===== src/design/htsw_pkg.sv =====
// ---------------------------------------------------------------------------
// htsw_pkg
// Shared constants for the HTML text stripper: character codes, the tag
// names that have an effect and the href attribute pattern.
// ---------------------------------------------------------------------------
package htsw_pkg;

  localparam logic [7:0] CH_LT    = 8'h3C;
  localparam logic [7:0] CH_GT    = 8'h3E;
  localparam logic [7:0] CH_SPACE = 8'h20;
  localparam logic [7:0] CH_LF    = 8'h0A;
  localparam logic [7:0] CH_CR    = 8'h0D;
  localparam logic [7:0] CH_TAB   = 8'h09;
  localparam logic [7:0] CH_QUOTE = 8'h22;
  localparam logic [7:0] CH_H     = 8'h68;
  localparam logic [7:0] CH_UP_A  = 8'h41;
  localparam logic [7:0] CH_UP_Z  = 8'h5A;

  // Tag names, lowercase, padded with zeros to the longest name.
  localparam int NUM_TAGS     = 15;
  localparam int TAG_PAT_LEN  = 7;

  localparam int TAG_SCRIPT     = 0;
  localparam int TAG_END_SCRIPT = 1;
  localparam int TAG_STYLE      = 2;
  localparam int TAG_END_STYLE  = 3;
  localparam int TAG_BREAK_LO   = 4;
  localparam int TAG_BREAK_HI   = 13;
  localparam int TAG_ANCHOR     = 14;

  localparam int TAG_LEN [NUM_TAGS] = '{6, 7, 5, 6, 2, 1, 2, 3, 4, 2, 2, 2, 2, 2, 1};

  localparam logic [7:0] TAG_CHR [NUM_TAGS][TAG_PAT_LEN] = '{
    '{"s", "c", "r", "i", "p", "t", 8'h00},
    '{"/", "s", "c", "r", "i", "p", "t"},
    '{"s", "t", "y", "l", "e", 8'h00, 8'h00},
    '{"/", "s", "t", "y", "l", "e", 8'h00},
    '{"b", "r", 8'h00, 8'h00, 8'h00, 8'h00, 8'h00},
    '{"p", 8'h00, 8'h00, 8'h00, 8'h00, 8'h00, 8'h00},
    '{"/", "p", 8'h00, 8'h00, 8'h00, 8'h00, 8'h00},
    '{"d", "i", "v", 8'h00, 8'h00, 8'h00, 8'h00},
    '{"/", "d", "i", "v", 8'h00, 8'h00, 8'h00},
    '{"l", "i", 8'h00, 8'h00, 8'h00, 8'h00, 8'h00},
    '{"h", "1", 8'h00, 8'h00, 8'h00, 8'h00, 8'h00},
    '{"h", "2", 8'h00, 8'h00, 8'h00, 8'h00, 8'h00},
    '{"h", "3", 8'h00, 8'h00, 8'h00, 8'h00, 8'h00},
    '{"h", "4", 8'h00, 8'h00, 8'h00, 8'h00, 8'h00},
    '{"a", 8'h00, 8'h00, 8'h00, 8'h00, 8'h00, 8'h00}
  };

  // Attribute pattern that starts a link capture.
  localparam int HREF_LEN = 6;
  localparam logic [7:0] HREF_PAT [HREF_LEN] = '{"h", "r", "e", "f", "=", 8'h22};

  // Output sequencer states.
  typedef enum logic [2:0] {
    ES_IDLE = 3'b001,
    ES_READ = 3'b010,
    ES_LOAD = 3'b100
  } emit_state_e;

endpackage


===== src/design/htsw_ram.sv =====
// ---------------------------------------------------------------------------
// htsw_ram
// Simple dual-port RAM: one write port, one read port with registered data.
// ---------------------------------------------------------------------------
module htsw_ram #(
  parameter int WIDTH = 8,
  parameter int DEPTH = 64
) (
  input  logic                     clk_i,
  input  logic                     we_i,
  input  logic [$clog2(DEPTH)-1:0] waddr_i,
  input  logic [WIDTH-1:0]         wdata_i,
  input  logic                     re_i,
  input  logic [$clog2(DEPTH)-1:0] raddr_i,
  output logic [WIDTH-1:0]         rdata_o
);

  logic [WIDTH-1:0] mem_q [DEPTH];
  logic [WIDTH-1:0] rdata_q;

  // Write port.
  always_ff @(posedge clk_i) begin
    if (we_i) begin
      mem_q[waddr_i] <= wdata_i;
    end
  end

  // Registered read port; data holds until the next read.
  always_ff @(posedge clk_i) begin
    if (re_i) begin
      rdata_q <= mem_q[raddr_i];
    end
  end

  assign rdata_o = rdata_q;

endmodule


===== src/design/htsw_parse.sv =====
// ---------------------------------------------------------------------------
// htsw_parse
// Byte parser: tracks tags, captures href values into the link RAM, folds
// whitespace into the line ring RAM and requests emission of lines and links.
// ---------------------------------------------------------------------------
module htsw_parse
  import htsw_pkg::*;
#(
  parameter int LINE_MAX     = 64,
  parameter int LINK_MAX     = 64,
  parameter int TAG_NAME_MAX = 8,
  localparam int LA = $clog2(LINE_MAX),
  localparam int KA = $clog2(LINK_MAX),
  localparam int LW = $clog2(LINE_MAX + 1),
  localparam int KW = $clog2(LINK_MAX + 1),
  localparam int CW = (LW > KW) ? LW : KW
) (
  input  logic          clk_i,
  input  logic          rst_ni,
  input  logic          in_valid_i,
  output logic          in_ready_o,
  input  logic          in_cmd_i,
  input  logic [7:0]    in_byte_i,
  input  logic [6:0]    wrap_width_i,
  input  logic          emit_busy_i,
  output logic          go_o,
  output logic          kind_o,
  output logic [LA-1:0] start_o,
  output logic [CW-1:0] count_o,
  output logic          line_we_o,
  output logic [LA-1:0] line_waddr_o,
  output logic [7:0]    line_wdata_o,
  output logic          link_we_o,
  output logic [KA-1:0] link_waddr_o,
  output logic [7:0]    link_wdata_o
);

  localparam int TA = $clog2(TAG_NAME_MAX);
  localparam int TW = $clog2(TAG_NAME_MAX + 1);
  localparam int SW = LA + 2;

  logic acc;

  logic in_tag_q, in_tag_d, script_q, script_d, style_q, style_d;
  logic [7:0] tag_chr_q [TAG_NAME_MAX];
  logic [TW-1:0] tag_len_q, tag_len_d;
  logic closed_q, closed_d, ovf_q, ovf_d;
  logic tag_we;
  logic [7:0] tag_lc;
  logic [2:0] prog_q, prog_d, prog_n;
  logic cap_q, cap_d, done_q, done_d;
  logic [KW-1:0] link_len_q, link_len_d;

  logic [LA-1:0] head_q, head_d;
  logic [LW-1:0] len_q, len_d, len1, wrap_w, pos_q, pos_d, pos_n;
  logic sv_q, sv_d, sv_n, prev_q, prev_d;

  logic go_q, go_d, kind_q, kind_d;
  logic [LA-1:0] start_q, start_d;
  logic [CW-1:0] count_q, count_d;

  logic [7:0] tc;
  logic is_sp;
  logic [SW-1:0] wsum, hsum;
  logic [NUM_TAGS-1:0] match;

  assign acc        = in_valid_i & in_ready_o;
  assign in_ready_o = ~emit_busy_i & ~go_q;
  assign go_o       = go_q;
  assign kind_o     = kind_q;
  assign start_o    = start_q;
  assign count_o    = count_q;

  // Effective wrap width, clamped to 1..LINE_MAX.
  always_comb begin
    if (wrap_width_i == 7'd0) begin
      wrap_w = LW'(1);
    end else if (wrap_width_i > 7'(LINE_MAX)) begin
      wrap_w = LW'(LINE_MAX);
    end else begin
      wrap_w = LW'(wrap_width_i);
    end
  end

  // Tag name comparison against every tag that has an effect.
  always_comb begin
    for (int p = 0; p < NUM_TAGS; p++) begin
      match[p] = ~ovf_q && (tag_len_q == TW'(TAG_LEN[p]));
      for (int i = 0; i < TAG_PAT_LEN; i++) begin
        if (i < TAG_LEN[p] && tag_chr_q[i] != TAG_CHR[p][i]) begin
          match[p] = 1'b0;
        end
      end
    end
  end

  // Text character after whitespace folding, and ring write address.
  assign tc    = (in_byte_i == CH_LF || in_byte_i == CH_CR || in_byte_i == CH_TAB) ?
                 CH_SPACE : in_byte_i;
  assign is_sp = (tc == CH_SPACE);
  assign wsum  = SW'(head_q) + SW'(len_q);
  assign line_waddr_o = (wsum >= SW'(LINE_MAX)) ? LA'(wsum - SW'(LINE_MAX)) : LA'(wsum);
  assign line_wdata_o = tc;
  assign link_waddr_o = link_len_q[KA-1:0];
  assign link_wdata_o = in_byte_i;
  assign tag_lc = (in_byte_i >= CH_UP_A && in_byte_i <= CH_UP_Z) ?
                  in_byte_i + 8'd32 : in_byte_i;

  assign len1  = len_q + LW'(1);
  assign pos_n = is_sp ? len_q : pos_q;
  assign sv_n  = sv_q | is_sp;
  assign hsum  = SW'(head_q) + SW'(pos_n) + SW'(1);

  // Next-state logic for one accepted item.
  always_comb begin
    in_tag_d = in_tag_q;   script_d = script_q;  style_d = style_q;
    tag_len_d = tag_len_q; closed_d = closed_q;  ovf_d = ovf_q;
    prog_d = prog_q;       cap_d = cap_q;        done_d = done_q;
    link_len_d = link_len_q;
    head_d = head_q; len_d = len_q; pos_d = pos_q; sv_d = sv_q; prev_d = prev_q;
    go_d = 1'b0; kind_d = kind_q; start_d = start_q; count_d = count_q;
    tag_we = 1'b0; line_we_o = 1'b0; link_we_o = 1'b0;
    prog_n = 3'd0;

    if (acc) begin
      if (in_cmd_i) begin
        // End of document: flush the line, then start over.
        if (len_q != '0) begin
          go_d = 1'b1; kind_d = 1'b0; start_d = head_q; count_d = CW'(len_q);
        end
        in_tag_d = 1'b0; script_d = 1'b0; style_d = 1'b0;
        tag_len_d = '0; closed_d = 1'b0; ovf_d = 1'b0;
        prog_d = 3'd0; cap_d = 1'b0; done_d = 1'b0; link_len_d = '0;
        head_d = '0; len_d = '0; pos_d = '0; sv_d = 1'b0; prev_d = 1'b0;
      end else if (in_byte_i == CH_LT) begin
        // A new tag drops the old name and href.
        in_tag_d = 1'b1;
        tag_len_d = '0; closed_d = 1'b0; ovf_d = 1'b0;
        prog_d = 3'd0; cap_d = 1'b0; done_d = 1'b0; link_len_d = '0;
      end else if (in_byte_i == CH_GT) begin
        // Close (or close again) the last tag.
        in_tag_d = 1'b0;
        if (match[TAG_SCRIPT]) begin
          script_d = 1'b1;
        end else if (match[TAG_END_SCRIPT]) begin
          script_d = 1'b0;
        end else if (match[TAG_STYLE]) begin
          style_d = 1'b1;
        end else if (match[TAG_END_STYLE]) begin
          style_d = 1'b0;
        end else if (|match[TAG_BREAK_HI:TAG_BREAK_LO]) begin
          if (len_q != '0) begin
            go_d = 1'b1; kind_d = 1'b0; start_d = head_q; count_d = CW'(len_q);
          end
          len_d = '0; sv_d = 1'b0;
        end else if (match[TAG_ANCHOR] && done_q) begin
          go_d = 1'b1; kind_d = 1'b1; start_d = '0; count_d = CW'(link_len_q);
        end
      end else if (in_tag_q) begin
        // Tag name up to the first space.
        if (!closed_q) begin
          if (in_byte_i == CH_SPACE) begin
            closed_d = 1'b1;
          end else if (tag_len_q < TW'(TAG_NAME_MAX)) begin
            tag_we = 1'b1;
            tag_len_d = tag_len_q + TW'(1);
          end else begin
            ovf_d = 1'b1;
          end
        end
        // href matcher and capture.
        if (!done_q) begin
          if (cap_q) begin
            if (in_byte_i == CH_QUOTE) begin
              cap_d = 1'b0; done_d = 1'b1;
            end else if (link_len_q < KW'(LINK_MAX)) begin
              link_we_o = 1'b1;
              link_len_d = link_len_q + KW'(1);
            end
          end else begin
            if (prog_q < 3'(HREF_LEN) && in_byte_i == HREF_PAT[prog_q]) begin
              prog_n = prog_q + 3'd1;
            end else begin
              prog_n = (in_byte_i == CH_H) ? 3'd1 : 3'd0;
            end
            if (prog_n >= 3'(HREF_LEN)) begin
              prog_d = 3'd0; cap_d = 1'b1; link_len_d = '0;
            end else begin
              prog_d = prog_n;
            end
          end
        end
      end else if (!(script_q || style_q)) begin
        // Visible text: fold spaces, append, wrap.
        if (!(is_sp && (len_q == '0 || prev_q))) begin
          line_we_o = 1'b1;
          prev_d = is_sp;
          if (len1 < wrap_w) begin
            len_d = len1; sv_d = sv_n; pos_d = pos_n;
          end else if (sv_n && pos_n != '0) begin
            go_d = 1'b1; kind_d = 1'b0; start_d = head_q; count_d = CW'(pos_n);
            head_d = (hsum >= SW'(LINE_MAX)) ? LA'(hsum - SW'(LINE_MAX)) : LA'(hsum);
            len_d = len1 - pos_n - LW'(1);
            sv_d = 1'b0;
          end else begin
            go_d = 1'b1; kind_d = 1'b0; start_d = head_q; count_d = CW'(len1);
            len_d = '0; sv_d = 1'b0;
          end
        end
      end
    end
  end

  // Control registers.
  always_ff @(posedge clk_i or negedge rst_ni) begin
    if (!rst_ni) begin
      in_tag_q <= 1'b0; script_q <= 1'b0; style_q <= 1'b0;
      tag_len_q <= '0; closed_q <= 1'b0; ovf_q <= 1'b0;
      prog_q <= 3'd0; cap_q <= 1'b0; done_q <= 1'b0; link_len_q <= '0;
      head_q <= '0; len_q <= '0; pos_q <= '0; sv_q <= 1'b0; prev_q <= 1'b0;
      go_q <= 1'b0; kind_q <= 1'b0; start_q <= '0; count_q <= '0;
    end else begin
      in_tag_q <= in_tag_d; script_q <= script_d; style_q <= style_d;
      tag_len_q <= tag_len_d; closed_q <= closed_d; ovf_q <= ovf_d;
      prog_q <= prog_d; cap_q <= cap_d; done_q <= done_d; link_len_q <= link_len_d;
      head_q <= head_d; len_q <= len_d; pos_q <= pos_d; sv_q <= sv_d; prev_q <= prev_d;
      go_q <= go_d; kind_q <= kind_d; start_q <= start_d; count_q <= count_d;
    end
  end

  // Tag name characters; only entries below the length are compared.
  always_ff @(posedge clk_i) begin
    if (tag_we) begin
      tag_chr_q[tag_len_q[TA-1:0]] <= tag_lc;
    end
  end

endmodule


===== src/design/htsw_emit.sv =====
// ---------------------------------------------------------------------------
// htsw_emit
// Output sequencer: reads a line or link out of its RAM one character at a
// time into the output register.
// ---------------------------------------------------------------------------
module htsw_emit
  import htsw_pkg::*;
#(
  parameter int LINE_MAX = 64,
  parameter int LINK_MAX = 64,
  localparam int LA = $clog2(LINE_MAX),
  localparam int KA = $clog2(LINK_MAX),
  localparam int LW = $clog2(LINE_MAX + 1),
  localparam int KW = $clog2(LINK_MAX + 1),
  localparam int CW = (LW > KW) ? LW : KW
) (
  input  logic          clk_i,
  input  logic          rst_ni,
  input  logic          go_i,
  input  logic          kind_i,
  input  logic [LA-1:0] start_i,
  input  logic [CW-1:0] count_i,
  output logic          busy_o,
  output logic          line_re_o,
  output logic [LA-1:0] line_raddr_o,
  input  logic [7:0]    line_rdata_i,
  output logic          link_re_o,
  output logic [KA-1:0] link_raddr_o,
  input  logic [7:0]    link_rdata_i,
  output logic          out_valid_o,
  input  logic          out_ready_i,
  output logic          out_kind_o,
  output logic [7:0]    out_byte_o,
  output logic          out_has_o,
  output logic          out_last_o
);

  emit_state_e state_q, state_d;
  logic kind_q, kind_d, empty_q, empty_d;
  logic [LA-1:0] line_ptr_q, line_ptr_d;
  logic [KA-1:0] link_ptr_q, link_ptr_d;
  logic [CW-1:0] rem_q, rem_d;
  logic ov_q, ov_d, ok_q, ok_d, oh_q, oh_d, ol_q, ol_d;
  logic [7:0] ob_q, ob_d;
  logic free;

  assign busy_o       = (state_q != ES_IDLE);
  assign free         = ~ov_q | out_ready_i;
  assign line_raddr_o = line_ptr_q;
  assign link_raddr_o = link_ptr_q;
  assign out_valid_o  = ov_q;
  assign out_kind_o   = ok_q;
  assign out_byte_o   = ob_q;
  assign out_has_o    = oh_q;
  assign out_last_o   = ol_q;

  // Sequencer: read one character, then move it into the output register.
  always_comb begin
    state_d = state_q; kind_d = kind_q; empty_d = empty_q;
    line_ptr_d = line_ptr_q; link_ptr_d = link_ptr_q; rem_d = rem_q;
    ov_d = ov_q & ~out_ready_i;
    ok_d = ok_q; ob_d = ob_q; oh_d = oh_q; ol_d = ol_q;
    line_re_o = 1'b0; link_re_o = 1'b0;
    unique case (state_q)
      ES_IDLE: begin
        if (go_i) begin
          kind_d = kind_i; line_ptr_d = start_i; link_ptr_d = '0;
          rem_d = count_i; empty_d = (count_i == '0);
          state_d = (count_i == '0) ? ES_LOAD : ES_READ;
        end
      end
      ES_READ: begin
        line_re_o = ~kind_q;
        link_re_o = kind_q;
        state_d = ES_LOAD;
      end
      ES_LOAD: begin
        if (free) begin
          ov_d = 1'b1; ok_d = kind_q;
          if (empty_q) begin
            ob_d = 8'h00; oh_d = 1'b0; ol_d = 1'b1;
            state_d = ES_IDLE;
          end else begin
            ob_d = kind_q ? link_rdata_i : line_rdata_i;
            oh_d = 1'b1;
            ol_d = (rem_q == CW'(1));
            line_ptr_d = (line_ptr_q == LA'(LINE_MAX - 1)) ? '0 : line_ptr_q + LA'(1);
            link_ptr_d = link_ptr_q + KA'(1);
            rem_d = rem_q - CW'(1);
            state_d = (rem_q == CW'(1)) ? ES_IDLE : ES_READ;
          end
        end
      end
      default: state_d = ES_IDLE;
    endcase
  end

  // Control registers.
  always_ff @(posedge clk_i or negedge rst_ni) begin
    if (!rst_ni) begin
      state_q <= ES_IDLE; kind_q <= 1'b0; empty_q <= 1'b0;
      line_ptr_q <= '0; link_ptr_q <= '0; rem_q <= '0; ov_q <= 1'b0;
    end else begin
      state_q <= state_d; kind_q <= kind_d; empty_q <= empty_d;
      line_ptr_q <= line_ptr_d; link_ptr_q <= link_ptr_d; rem_q <= rem_d; ov_q <= ov_d;
    end
  end

  // Output payload.
  always_ff @(posedge clk_i) begin
    ok_q <= ok_d; ob_q <= ob_d; oh_q <= oh_d; ol_q <= ol_d;
  end

endmodule


===== src/design/html_text_strip_wrap_links.sv =====
// ---------------------------------------------------------------------------
// html_text_strip_wrap_links
// HTML to plain text: strips tags, folds whitespace, wraps lines and pulls
// out link targets, one character per output transfer.
// ---------------------------------------------------------------------------
// A byte that triggers an emission sets the parser's go register; the sequencer
//   then reads each character from RAM and loads it into the output register (an
//   empty link skips the read). Input is taken at one byte per cycle while no
//   emission is pending or running; each output character takes a RAM read and an
//   output register load, and an emission stretches while the output stalls.
// Reset: asynchronous, active low; clears the parser control state, wrap width = 64.
// ---------------------------------------------------------------------------
module html_text_strip_wrap_links #(
  parameter int LINE_MAX     = 64,
  parameter int LINK_MAX     = 64,
  parameter int TAG_NAME_MAX = 8
) (
  input  logic        clk_i,
  input  logic        rst_ni,
  // Configuration: wrap width.
  input  logic        cfg_valid_i,
  output logic        cfg_ready_o,
  input  logic [6:0]  cfg_data_i,
  // Input stream.
  input  logic        s_axis_tvalid,
  output logic        s_axis_tready,
  input  logic [7:0]  s_axis_tdata,   // [7:0] byte_value
  input  logic        s_axis_tuser,   // [0] command
  // Output stream.
  output logic        m_axis_tvalid,
  input  logic        m_axis_tready,
  output logic [15:0] m_axis_tdata,   // [7:0] out_byte, [8] has_byte, rest zero
  output logic        m_axis_tuser,   // [0] kind
  output logic        m_axis_tlast    // last
);

  localparam int LA = $clog2(LINE_MAX);
  localparam int KA = $clog2(LINK_MAX);
  localparam int LW = $clog2(LINE_MAX + 1);
  localparam int KW = $clog2(LINK_MAX + 1);
  localparam int CW = (LW > KW) ? LW : KW;

  logic [6:0] wrap_q;
  logic go, kind, busy;
  logic [LA-1:0] start;
  logic [CW-1:0] count;
  logic line_we, line_re, link_we, link_re;
  logic [LA-1:0] line_waddr, line_raddr;
  logic [KA-1:0] link_waddr, link_raddr;
  logic [7:0] line_wdata, line_rdata, link_wdata, link_rdata, obyte;
  logic ohas;

  // Wrap width register.
  assign cfg_ready_o = 1'b1;
  always_ff @(posedge clk_i or negedge rst_ni) begin
    if (!rst_ni) begin
      wrap_q <= 7'd64;
    end else if (cfg_valid_i) begin
      wrap_q <= cfg_data_i;
    end
  end

  htsw_parse #(
    .LINE_MAX(LINE_MAX), .LINK_MAX(LINK_MAX), .TAG_NAME_MAX(TAG_NAME_MAX)
  ) u_parse (
    .clk_i, .rst_ni,
    .in_valid_i(s_axis_tvalid), .in_ready_o(s_axis_tready),
    .in_cmd_i(s_axis_tuser), .in_byte_i(s_axis_tdata),
    .wrap_width_i(wrap_q), .emit_busy_i(busy),
    .go_o(go), .kind_o(kind), .start_o(start), .count_o(count),
    .line_we_o(line_we), .line_waddr_o(line_waddr), .line_wdata_o(line_wdata),
    .link_we_o(link_we), .link_waddr_o(link_waddr), .link_wdata_o(link_wdata)
  );

  htsw_ram #(.WIDTH(8), .DEPTH(LINE_MAX)) u_line_ram (
    .clk_i, .we_i(line_we), .waddr_i(line_waddr), .wdata_i(line_wdata),
    .re_i(line_re), .raddr_i(line_raddr), .rdata_o(line_rdata)
  );

  htsw_ram #(.WIDTH(8), .DEPTH(LINK_MAX)) u_link_ram (
    .clk_i, .we_i(link_we), .waddr_i(link_waddr), .wdata_i(link_wdata),
    .re_i(link_re), .raddr_i(link_raddr), .rdata_o(link_rdata)
  );

  htsw_emit #(.LINE_MAX(LINE_MAX), .LINK_MAX(LINK_MAX)) u_emit (
    .clk_i, .rst_ni,
    .go_i(go), .kind_i(kind), .start_i(start), .count_i(count), .busy_o(busy),
    .line_re_o(line_re), .line_raddr_o(line_raddr), .line_rdata_i(line_rdata),
    .link_re_o(link_re), .link_raddr_o(link_raddr), .link_rdata_i(link_rdata),
    .out_valid_o(m_axis_tvalid), .out_ready_i(m_axis_tready),
    .out_kind_o(m_axis_tuser), .out_byte_o(obyte), .out_has_o(ohas),
    .out_last_o(m_axis_tlast)
  );

  assign m_axis_tdata = {7'd0, ohas, obyte};

endmodule

===== config.mk =====
export PLATFORM = sky130hd
export DESIGN_NAME = html_text_strip_wrap_links
export DESIGN_NICKNAME = d
export VERILOG_FILES = /design/src/design/htsw_pkg.sv /design/src/design/htsw_ram.sv /design/src/design/htsw_parse.sv /design/src/design/htsw_emit.sv /design/src/design/html_text_strip_wrap_links.sv
export SDC_FILE = /design/constraint.sdc
export NUM_CORES = 1
export LEC_CHECK = 0
export ABC_AREA = 1
export ABC_CLOCK_PERIOD_IN_PS = 3010
export BUFFER_PORTS_ARGS = -buffer_cell sky130_fd_sc_hd__buf_2
export CAP_MARGIN = 0
export CORE_MARGIN = 2
export CORE_UTILIZATION = 30
export DETAILED_ROUTE_END_ITERATION = 12
export PLACE_DENSITY = 0.44
export SYNTH_ARGS = -nofsm -noshare
export SYNTH_HDL_FRONTEND = slang
export SYNTH_SLANG_ARGS = --single-unit

===== constraint.sdc =====
create_clock -name clk_i -period 3.01 [get_ports clk_i]
set_input_delay 0 -clock clk_i [delete_from_list [all_inputs] [get_ports clk_i]]
set_output_delay 0 -clock clk_i [all_outputs]
set_load 0.02 [all_outputs]

# After elaboration in Yosys (flattened, before gate mapping)
# Memories as Yosys holds them, arrays and structs flattened. A register that Yosys moved wholly into a read port is not among the register bits.
# Cells that the tools add are included.
totals:
  inputBits: 21
  n_memories: 4
  romBits: 64
  ram_bits: 1088
  register_bits: 101
  out_inout_bits: 21
  word_cells: 500
memory_table:
  columns: ["name", "depth", "word_bits", "rd", "rd_ports_with_merged_regs", "write_ports", "line", "text"]
  rows:
  - ["u_line_ram.mem_q", 64, 8, 1, 1, 1, "htsw_ram.sv:18", "logic [WIDTH-1:0] mem_q [DEPTH];"]
  - ["u_link_ram.mem_q", 64, 8, 1, 1, 1, "htsw_ram.sv:18", null]
  - ["(no name shown)", 8, 8, 1, 0, 0, "htsw_parse.sv:181", "if (prog_q < 3'(HREF_LEN) && in_byte_i == HREF_PAT[prog_q]) begin"]
  - ["u_parse.tag_chr_q", 8, 8, 7, 0, 1, "htsw_parse.sv:45", "logic [7:0] tag_chr_q [TAG_NAME_MAX];"]
classes:
  order_cmp: 11
  add_sub_neg: 15
  reduce_logical: 50
  bitwise_logic: 12
  mux: 287
  eq_ne: 90
op_table:
  columns: ["operator", "n"]
  rows:
  - ["$mux W7", 50]
  - ["$ne A8 B7 Y1 const B", 33]
  - ["$mux W6", 31]
  - ["$mux W1", 170]
  - ["$mux W3", 19]
  - ["$eq A8 B6 Y1 const B", 5]
  - ["$mux W8", 5]
  - ["$ne A8 B6 Y1 const B", 5]
  - ["$mux W4", 7]
  - ["$ne A3 B3 Y1 const B", 9]
  - ["$eq A8 B4 Y1 const B", 3]
  - ["$ge A8 B7 Y1 const B", 3]
  - ["$pmux W6 S2", 2]
  - ["$reduce_and A6 Y1", 4]
  - ["$logic_not A7 Y1", 3]
  - ["$ne A2 B2 Y1 const B", 10]
  - ["$ne A3 B2 Y1 const B", 6]
  - ["$add A6 B7 Y8", 2]
  - ["$eq A4 B3 Y1 const B", 4]
  - ["$reduce_bool A3 Y1", 5]
  - ["$add A7 B1 Y7 const B", 2]
  - ["$pmux W7 S2", 1]
  - ["$reduce_and A7 Y1", 2]
  - ["$reduce_bool A7 Y1", 2]
  - ["other kinds (46)", 82]

# Longest topological paths before layout
# Gate-level depths: netlist of run 1.
depth:
  word_depth: 22
  depth_mapped: 19
  ltp_nobuf: 18

# By module
# A second synthesis of run 1 with hierarchy kept.
unflattened:
  hier_cells: 5012
  area_unflattened_um2: 53209.8
modules_own_cells:
  columns: ["mod", "cells_per_inst", "area_per_inst_um2", "n_inst", "seq_area_each_um2"]
  rows:
  - ["htsw_ram", 1822, 21371.7, 2, 15615.0]
  - ["htsw_parse", 1061, 8074.0, 1, 3133.0]
  - ["htsw_emit", 266, 2047.0, 1, 957.2]
  - ["html_text_strip_wrap_links", 41, 345.3, 1, 176.4]

# Worst setup path after synthesis of run 1
# Ideal clock, no wire load.
synth_path:
  kind: "register to register"
  startpoint: "reg u_parse.len_q[0]"
  endpoint: "mem u_line_ram.mem_q[32][0] (enable)"
  n_path_buf: 0
  required_time_ns: 2.640
  stages_incl_launch_ff: 10
  setup_time_ns: 0.370
  path_slack_ns: 0.366
  period_less_slack_ns: 2.644
  t_arrival_ns: 2.274
  path_cell_list: "dfrtp_1 > ha_1 > fa_1 > a21oi_1 > o21bai_1 > xor2_1 > inv_1 > nor2_1 > nand2_1 > nor2_1"
synth_between:
  elab_chain_len: 12
  word_cells_on_any_way: 16
  cone_classes: "add/sub: 2; order compare: 1; mux: 10; reduce/logical: 3"
synth_lines:
  columns: ["item", "line", "text"]
  rows:
  - ["start: declaration", "htsw_parse.sv:55", "logic [LW-1:0] len_q, len_d, len1, wrap_w, pos_q, pos_d, pos_n;"]
  - ["start signal: assignment", "htsw_parse.sv:220", "head_q <= '0; len_q <= '0; pos_q <= '0; sv_q <= 1'b0; prev_q <= 1'b0;"]
  - ["start signal: assignment", "htsw_parse.sv:226", "head_q <= head_d; len_q <= len_d; pos_q <= pos_d; sv_q <= sv_d; prev_q <= prev_d;"]
  - ["$logic_not A7 Y1", "htsw_parse.sv:195", "if (!(is_sp && (len_q == '0 || prev_q))) begin"]
  - ["$logic_or A1 B1 Y1", "htsw_parse.sv:195", null]
  - ["$logic_and A1 B1 Y1", "htsw_parse.sv:195", null]
  - ["$mux W1", "htsw_parse.sv:195", null]
  - ["$mux W1", "htsw_parse.sv:193", "end else if (!(script_q || style_q)) begin"]
  - ["$mux W1", "htsw_parse.sv:159", "end else if (in_tag_q) begin"]
  - ["$mux W1", "htsw_parse.sv:140", "end else if (in_byte_i == CH_GT) begin"]
  - ["$mux W1", "htsw_parse.sv:135", "end else if (in_byte_i == CH_LT) begin"]
  - ["$mux W1", "htsw_parse.sv:126", "if (in_cmd_i) begin"]
  - ["$mux W1", "htsw_parse.sv:125", "if (acc) begin"]
  - ["$mux W1", "htsw_ram.sv:23", "if (we_i) begin"]
  - ["$mux W1 (implied by the code)", "htsw_ram.sv:24", "mem_q[waddr_i] <= wdata_i;"]
  - ["end: declaration", "htsw_ram.sv:18", null]
# Parallel ways exist; a longest one is shown, timed or not.

==> impl_metrics.csv, run 1 <==
group,metric,value,unit
run_status,status,"complete, no violations",
yosys,synth_area,50500,µm²
placed_design,gpl.final_weighted_congestion,0.838,
yosys,synth_area_leader_cell,"edfxtp_1",
floorplanning,die_area,172000,µm²
critical_path,critPathRequiredTime,3.62,ns
yosys,yosysWarnings,0,
timing,worstMarginPinSlew,1.03,ns
finish,drive_gt1_frac,0.136,
yosys,syn_area_per_cell,11.7,µm²
timing,maxSlewHeadroom,0.311,
detailed_routing,vias,34500,
yosys,yosys-top-cells-count,"1,107 x edfxtp_1, 855 x nor2_1, 649 x o21ai_0, 376 x nand2_1, 222 x o22ai_1",
critical_path,arrival,3.45,ns
global_routing,grt_pass1_wl,230000,µm
detailed_routing,viasPerCell,5.01,
timing,timing.fmax,352,MHz
yosys,synthFlopType,"edfxtp_1",
cts,clk_pin_slew_worst_paths,0.06,ns
finish,fillerInstances,16500,
timing,fin_crit,2.84,ns
global_routing,grt_pass1_vias,33900,
detailed_routing,routed_wirelength,155000,µm
timing,setup_tns,0,ns
yosys,yosysTopAreaCellShare,0.658,
detailed_routing,m1WireLength,70900,µm
yosys,synth-seq-area-share,0.703,
floorplanning,fp.dieH,414,µm
timing,hold_viol,0,
finish,final_nets,4645,
floorplanning,ios,42,
critical_path,criticalPathCategory,"register to register",
pwr,p_per_area,797,nW/µm²
cts,clock_latency,0.77,ns
floorplanning,die_x,414,µm
yosys,synth.most_common_cell,"edfxtp_1",
finish,post-route-util,0.358,
global_routing,gr-usage-all-layers,0.178,
critical_path,max_stage_delay,0.65,ns
floorplanning,rows,150,
yosys,synth.distinct_cells,52,
yosys,netlist_top_cells_area,"edfxtp_1 66%, o21ai_0 6.4%, nor2_1 6.4%",
critical_path,reg2regPathDepth,10,
global_routing,grt_max_degree,129,
detailed_routing,met2WireLength,73600,µm
timing,fin_crit_sh,0.943,
job,max_cap_viol_count,0,
cts,cts_buffer_depth,3,
detailed_routing,drtAntennaViolNets,0,
placed_design,port_buffers,33,
critical_path,crit_slowest_cell,"dfrtp_4",
floorplanning,initial_core_util,0.302,
detailed_routing,wl_met3,7000,µm
min_path,whs_path_depth,3,
global_routing,overflow,0,
cts,cts_max_level,4,
pwr,power.leakage,20.8,nW
critical_path,cp_max_fo,36,
critical_path,worst_setup_path_end_kind,"register",
pwr,ir_worst_vdd,0.625,mV
timing,rsz0062_at_grt,"no",
critical_path,crit_chain,"inv_6, buf_12, buf_4, nor2_1, o22ai_1, nor2_1, o311ai_0, buf_4, nand3_1, nand2_1",
timing,finalClockSkew,0.0256,ns
detailed_routing,wl_per_cell,22.6,µm
placed_design,post-dp-hpwl,97000,µm
detailed_routing,dr.pass1.iters,5,
cts,cts.sinks,1197,
yosys,syn_inst,4304,
yosys,async_reset_ff_frac,0.0752,
timing,finalMaxSlewViolations,0,
cts,cts_root_buffer,"clkbuf_16",
detailed_routing,drcViolationCount,0,
finish,area_growth,18.7,%
timing,finalSetupViolations,0,
cts,tritoncts,"yes",
yosys,ys_ff_latch,1197,
yosys,synth_edf_count,1107,
detailed_routing,top_layer,"met4",
detailed_routing,drtIter0Drc,3234,
cts,cts_buffers,130,
min_path,hp-class,"input port to register",
floorplanning,core_area,167000,µm²
global_routing,antenna_found_initial,3,
critical_path,critPathLaunchType,"register",
[cell families after synthesis]
| kind of cell | count (synthesis) | share of synthesized area |
|---|---|---|
| AND/OR/NAND/NOR | 1534 | 0.127 |
| flip-flops | 1197 | 0.703 |
| AO/OA/AOI/OAI | 1055 | 0.119 |
| buffers and inverters | 444 | 0.0350 |
| adder cells (fa/ha/maj) | 41 | 0.0106 |
| XOR/XNOR | 29 | 0.00503 |
| other | 2 | 0.000149 |
| multiplexers | 2 | 0.000446 |
[per-layer routing]
metal  track usage  up-vias
met4        0.0540        0
met3        0.0253      209
met5             0        -
li1              -    16100
met2         0.290      896
met1         0.246    17300
[worst paths after layout]
check                                              startpoint                                 end  slack (ns)
setup / recovery           u_emit.line_raddr_o[0]$_DFFE_PN0P_     u_line_ram.rdata_o[0]$_DFFE_PP_        0.17
hold / removal                                    cfg_valid_i               wrap_q[6]$_DFFE_PN1P_        0.14
setup reg to reg           u_emit.line_raddr_o[0]$_DFFE_PN0P_     u_line_ram.rdata_o[0]$_DFFE_PP_        0.17
hold reg to reg                  u_parse.script_q$_DFFE_PN0P_        u_parse.script_q$_DFFE_PN0P_        0.48
max in group asynchronous                              rst_ni  u_emit.line_raddr_o[0]$_DFFE_PN0P_        2.35
min in group asynchronous                              rst_ni               wrap_q[6]$_DFFE_PN1P_        0.35
[repair_timing]
action | 4_1_cts | 5_1_grt
buffers inserted | 0 | 0
gates resized for setup | 0 | 12
endpoints found under the hold margin | 343 | 0
endpoints found under the setup margin | 0 | 172
hold buffers | 46 | 0
[registers in the layout (all words and copies together), names as in the netlist, 6 cells and up]
signal,cells
u_line_ram.mem_q,512
u_link_ram.mem_q,512
u_parse.tag_chr_q,56
u_emit.out_byte_o,8
u_line_ram.rdata_o,8
u_link_ram.rdata_o,8
u_emit.rem_q,7
u_parse.count_o,7
u_parse.len_q,7
u_parse.link_len_q,7
u_parse.pos_q,7
wrap_q,7
u_emit.line_raddr_o,6
u_emit.link_raddr_o,6
u_parse.head_q,6
u_parse.start_o,6
[where the power goes]
part / switching (mW) / leakage, nW / internal [mW]
Sequential: 0.462 / 11.1 / 18.7
Clock: 6.56 / 2.03 / 9.24
Combinational: 9.03 / 7.59 / 3.81
Total: 16.1 / 20.8 / 31.7
[final cells by class]
| cell class | instances | area [µm²] | area share |
|---|---|---|---|
| Tap cell | 2204 | 2760 | 0.0460 |
| Sequential cell | 1197 | 35500 | 0.593 |
| Timing Repair Buffer | 395 | 3430 | 0.0573 |
| Clock buffer | 170 | 3630 | 0.0605 |
| Multi-Input combinational cell | 2669 | 13300 | 0.223 |
| Inverter | 190 | 731 | 0.0122 |
| Clock inverter | 61 | 537 | 0.00895 |
| Antenna cell | 1 | 2.50 | 0.0000417 |
[worst max-delay path: cells and delay by family, from the launching register on]
| kind | cells | cell delay (ns) |
|---|---|---|
| and+or+nand+nor | 4 | 0.33 |
| DFF | 1 | 0.65 |
| buffers and inverters | 4 | 0.93 |
| AOI/OAI and AO/OA | 2 | 0.73 |
[stage by stage]
stage | hold WS [ns] | setup WS, ns | cells | total power, mW | area, µm²
after global placement | 0.0217 | 0.0291 | 6609 | 32.4 | 55300
final | 0.138 | 0.170 | 6887 | 47.8 | 59900
after detailed placement | 0.0264 | 0.0305 | 6609 | 32.3 | 55300
after CTS | 0.0334 | 0.00144 | 6886 | 48.2 | 59900
after global routing | 0.156 | 0.0255 | 6887 | 50.1 | 59900
after floorplan | -0.296 | 0.366 | 4310 | 26.5 | 50500
[cells in the final DEF (no fill, tap or decap), types with 11 or more instances in the layout]
cell and instances:
nand3_1 159, nand4_1 39, ha_1 38, o221ai_1 71
o21ai_0 649, inv_1 170, buf_4 289, a21oi_1 39
nor2_2 13, clkinv_2 19, nand2_1 374, o211ai_1 35
clkbuf_1 29, o21ai_1 11, dfrtp_1 81, clkbuf_16 140
buf_12 33, xor2_1 18, nand2_2 20, nand2_4 12
buf_2 26, o22ai_1 222, inv_2 12, dlygate4sd3_1 45
nor3_1 24, edfxtp_1 1107, clkinv_1 28, nor2_1 849
No activity file was read; power rests on OpenSTA's default activity.
==> run 2: changes to the inputs <==
--- a/config.mk
+++ b/config.mk
@@ -9,10 +9,12 @@
 export ABC_CLOCK_PERIOD_IN_PS = 3010
 export BUFFER_PORTS_ARGS = -buffer_cell sky130_fd_sc_hd__buf_2
 export CAP_MARGIN = 0
+export CELL_PAD_IN_SITES_DETAIL_PLACEMENT = 1
+export CELL_PAD_IN_SITES_GLOBAL_PLACEMENT = 1
 export CORE_MARGIN = 2
-export CORE_UTILIZATION = 30
+export CORE_UTILIZATION = 51
 export DETAILED_ROUTE_END_ITERATION = 12
-export PLACE_DENSITY = 0.44
+export PLACE_DENSITY = 0.78
 export SYNTH_ARGS = -nofsm -noshare
 export SYNTH_HDL_FRONTEND = slang
 export SYNTH_SLANG_ARGS = --single-unit
==> run 2 against run 1 <==
- cell count decreased by 14%
- worst hold slack improved by 0.038 ns
- combinational power about the same
- power decreased by 2.8%
- first-iteration DRC count increased by 41%
- worst setup slack got worse by 0.11 ns
- sequential share of layout area increased by 2.0 points
- global-route usage increased by 14 points
- design area decreased by 3.3%
- register-to-register slack got worse by 0.11 ns
- largest cell class unchanged
==> impl_metrics.csv, run 2 (synthesis gave the netlist of run 1 again) <==
group,metric,value,unit
timing,setup_tns,0,ns
finish,final_area,58000,µm²
floorplanning,fp.dieH,319,µm
placed_design,placedCellCount,5657,
cts,cts.sinks,1197,
finish,drive_gt1_frac,0.129,
cts,tritoncts,"yes",
timing,finalSetupViolations,0,
critical_path,critPathLaunchType,"register",
timing,finalClockSkew,0.0302,ns
pwr,swShare,0.346,
global_routing,grt_pass1_vias,38800,
global_routing,grt_max_degree,127,
detailed_routing,wl_per_cell,27.5,µm
critical_path,reg2regPathDepth,12,
min_path,hold-path-endpoint,"wrap_q[6]$_DFFE_PN1P_",
detailed_routing,drcViolationCount,0,
floorplanning,ios,42,
floorplanning,rows,115,
pwr,ir_worst_vdd,0.504,mV
global_routing,gr-usage-all-layers,0.318,
critical_path,r2r_slack,0.06,ns
timing,fin_crit,2.95,ns
critical_path,crit_slowest_cell,"dfstp_2",
detailed_routing,drtIter0Drc,4550,
job,max_cap_viol_count,0,
critical_path,cp_top_family,"simple AND/OR/NAND/NOR gates",
min_path,hp-class,"input port to register",
critical_path,startpoint,"u_emit.state_q[0]$_DFFE_PN1P_",
critical_path,worstReg2RegEnd,"u_link_ram.mem_q[6][1]$_DFFE_PP_",
timing,worstMarginPinSlew,1.15,ns
critical_path,criticalPathCategory,"register to register",
finish,most-common-layout-cells,"1,107 x edfxtp_1, 842 x nor2_1, 649 x o21ai_0, 374 x nand2_1, 257 x buf_4",
floorplanning,die_area,102000,µm²
detailed_routing,viasPerCell,6.30,
finish,final_cells,5910,
cts,clk_pin_slew_worst_paths,0.06,ns
pwr,pwr-share-clk,0.309,
detailed_routing,vias,37300,
placed_design,post-dp-hpwl,99800,µm
critical_path,cp_max_fo,8,
pwr,finalPower,46.4,mW
pwr,p_comb_frac,0.280,
floorplanning,core_area,98300,µm²
detailed_routing,dr.pass1.iters,5,
cts,cts_root_buffer,"clkbuf_16",
critical_path,arrival,3.36,ns
finish,final_common_cell,"edfxtp_1",
critical_path,critPathRequiredTime,3.42,ns
timing,finalMaxSlewViolations,0,
global_routing,overflow,0,
global_routing,antenna_found_initial,5,
pwr,switchingPower,16.1,mW
placed_design,placed_area,53700,µm²
timing,timing.fmax,339,MHz
critical_path,crit_chain,"inv_1, nor3_4, nand2_1, nor2_4, nand3_4, nand3b_1, nor2_4, buf_12, nand2_1, buf_4, nor2_1, buf_6",
pwr,power_frac_seq,0.411,
min_path,min_from,"cfg_valid_i",
floorplanning,initial_core_util,0.514,
cts,cts_buffer_depth,3,
critical_path,critPathBufInv,4,
cts,clock_latency,0.73,ns
min_path,whs_path_depth,3,
cts,cts_max_level,3,
finish,area_growth,14.8,%
cts,cts_buffers,117,
pwr,p_per_area,801,nW/µm²
floorplanning,die_x,319,µm
critical_path,reg2reg_from,"u_emit.state_q[0]$_DFFE_PN1P_",
critical_path,max_stage_delay,0.55,ns
timing,maxSlewHeadroom,0.232,
placed_design,port_buffers,33,
placed_design,gpl.final_weighted_congestion,0.887,
detailed_routing,drtAntennaViolNets,0,
timing,hold_viol,0,
critical_path,worst_setup_path_end_kind,"register",
run_status,status,"complete, no violations",
global_routing,grt_pass1_wl,244000,µm
pwr,power.leakage,20.3,nW
timing,fin_crit_sh,0.980,
detailed_routing,routed_wirelength,162000,µm
pwr,intPower,30.4,mW
finish,final_nets,4590,
run 2: cell types whose count changed in the layout (fill, tap and decap cells not counted), moves of 4 or more:
cell / previous run / this run
dlygate4sd3_1: 45 / 36
clkbuf_16: 140 / 121
nand3_2: 8 / 3
nor2_4: 10 / 17
clkbuf_1: 29 / 25
buf_4: 289 / 257
buf_12: 33 / 25
nor2_1: 849 / 842
clkinv_2: 19 / 23
nand3_4: 1 / 6
run 2: worst min-delay path, delay by kind of cell:
kind | cells | cell delay (ns)
buf+inv | 2 | 0.76
compound gates | 1 | 0.12
run 2: worst max-delay path by stage:
stage	to	slack (ns)	cells after the start
2_1_floorplan	u_line_ram.mem_q[32][0]$_DFFE_PP_	0.37	9
6_report	u_link_ram.mem_q[6][1]$_DFFE_PP_	0.06	12
4_1_cts	u_line_ram.mem_q[21][5]$_DFFE_PP_	0.008	12
5_1_grt	u_link_ram.mem_q[6][1]$_DFFE_PP_	-0.04	12
3_5_place_dp	u_line_ram.mem_q[20][0]$_DFFE_PP_	-0.04	15
3_3_place_gp	u_line_ram.mem_q[20][7]$_DFFE_PP_	0.10	12
run 2: metal layers:
metal  global-route usage  part of all wire  vias up
met4                0.119             0.038        4
met5                    0           0.00017        -
met2                0.525              0.48     2012
met1                0.424              0.39    18800
li1                     -                 -    16000
met3               0.0516             0.085      392
run 2: metrics by stage:
step,setup slack (ns),hold WS (ns),util
6_report,0.0594,0.176,0.590
5_1_grt,-0.0419,0.256,0.590
2_1_floorplan,0.366,-0.296,-
3_3_place_gp,0.105,-0.0192,0.547
4_1_cts,0.00812,0.131,0.588
3_5_place_dp,-0.0381,-0.0207,0.547
run 2: layout make-up:
type	instances	area, µm²
fillers	9939	40300
inverters	190	726
diodes	2	5.00
multi-input cells	2669	13400
clock buffers	150	3180
well taps	1287	1610
repair buffers	353	3000
clock inverters	62	498
flip-flops and latches	1197	35500
run 2: what timing repair did:
item                       4_1_cts  5_1_grt
cloned                           0        0
setup endpoints to repair      247      954
gates resized for setup          7       33
hold buffers                    38        0
hold endpoints to repair       209        0
pin swaps                        0        3
setup buffers                    0        1
run 2: power by group through the flow:
stage	registers (mW)	logic [mW]	clock network, mW
3_3_place_gp	19.4	11.9	0
2_1_floorplan	19.2	7.25	0
4_1_cts	19.1	12.6	14.5
3_5_place_dp	19.4	12.3	0
6_report	19.1	13.0	14.4
5_1_grt	19.1	13.9	15.0
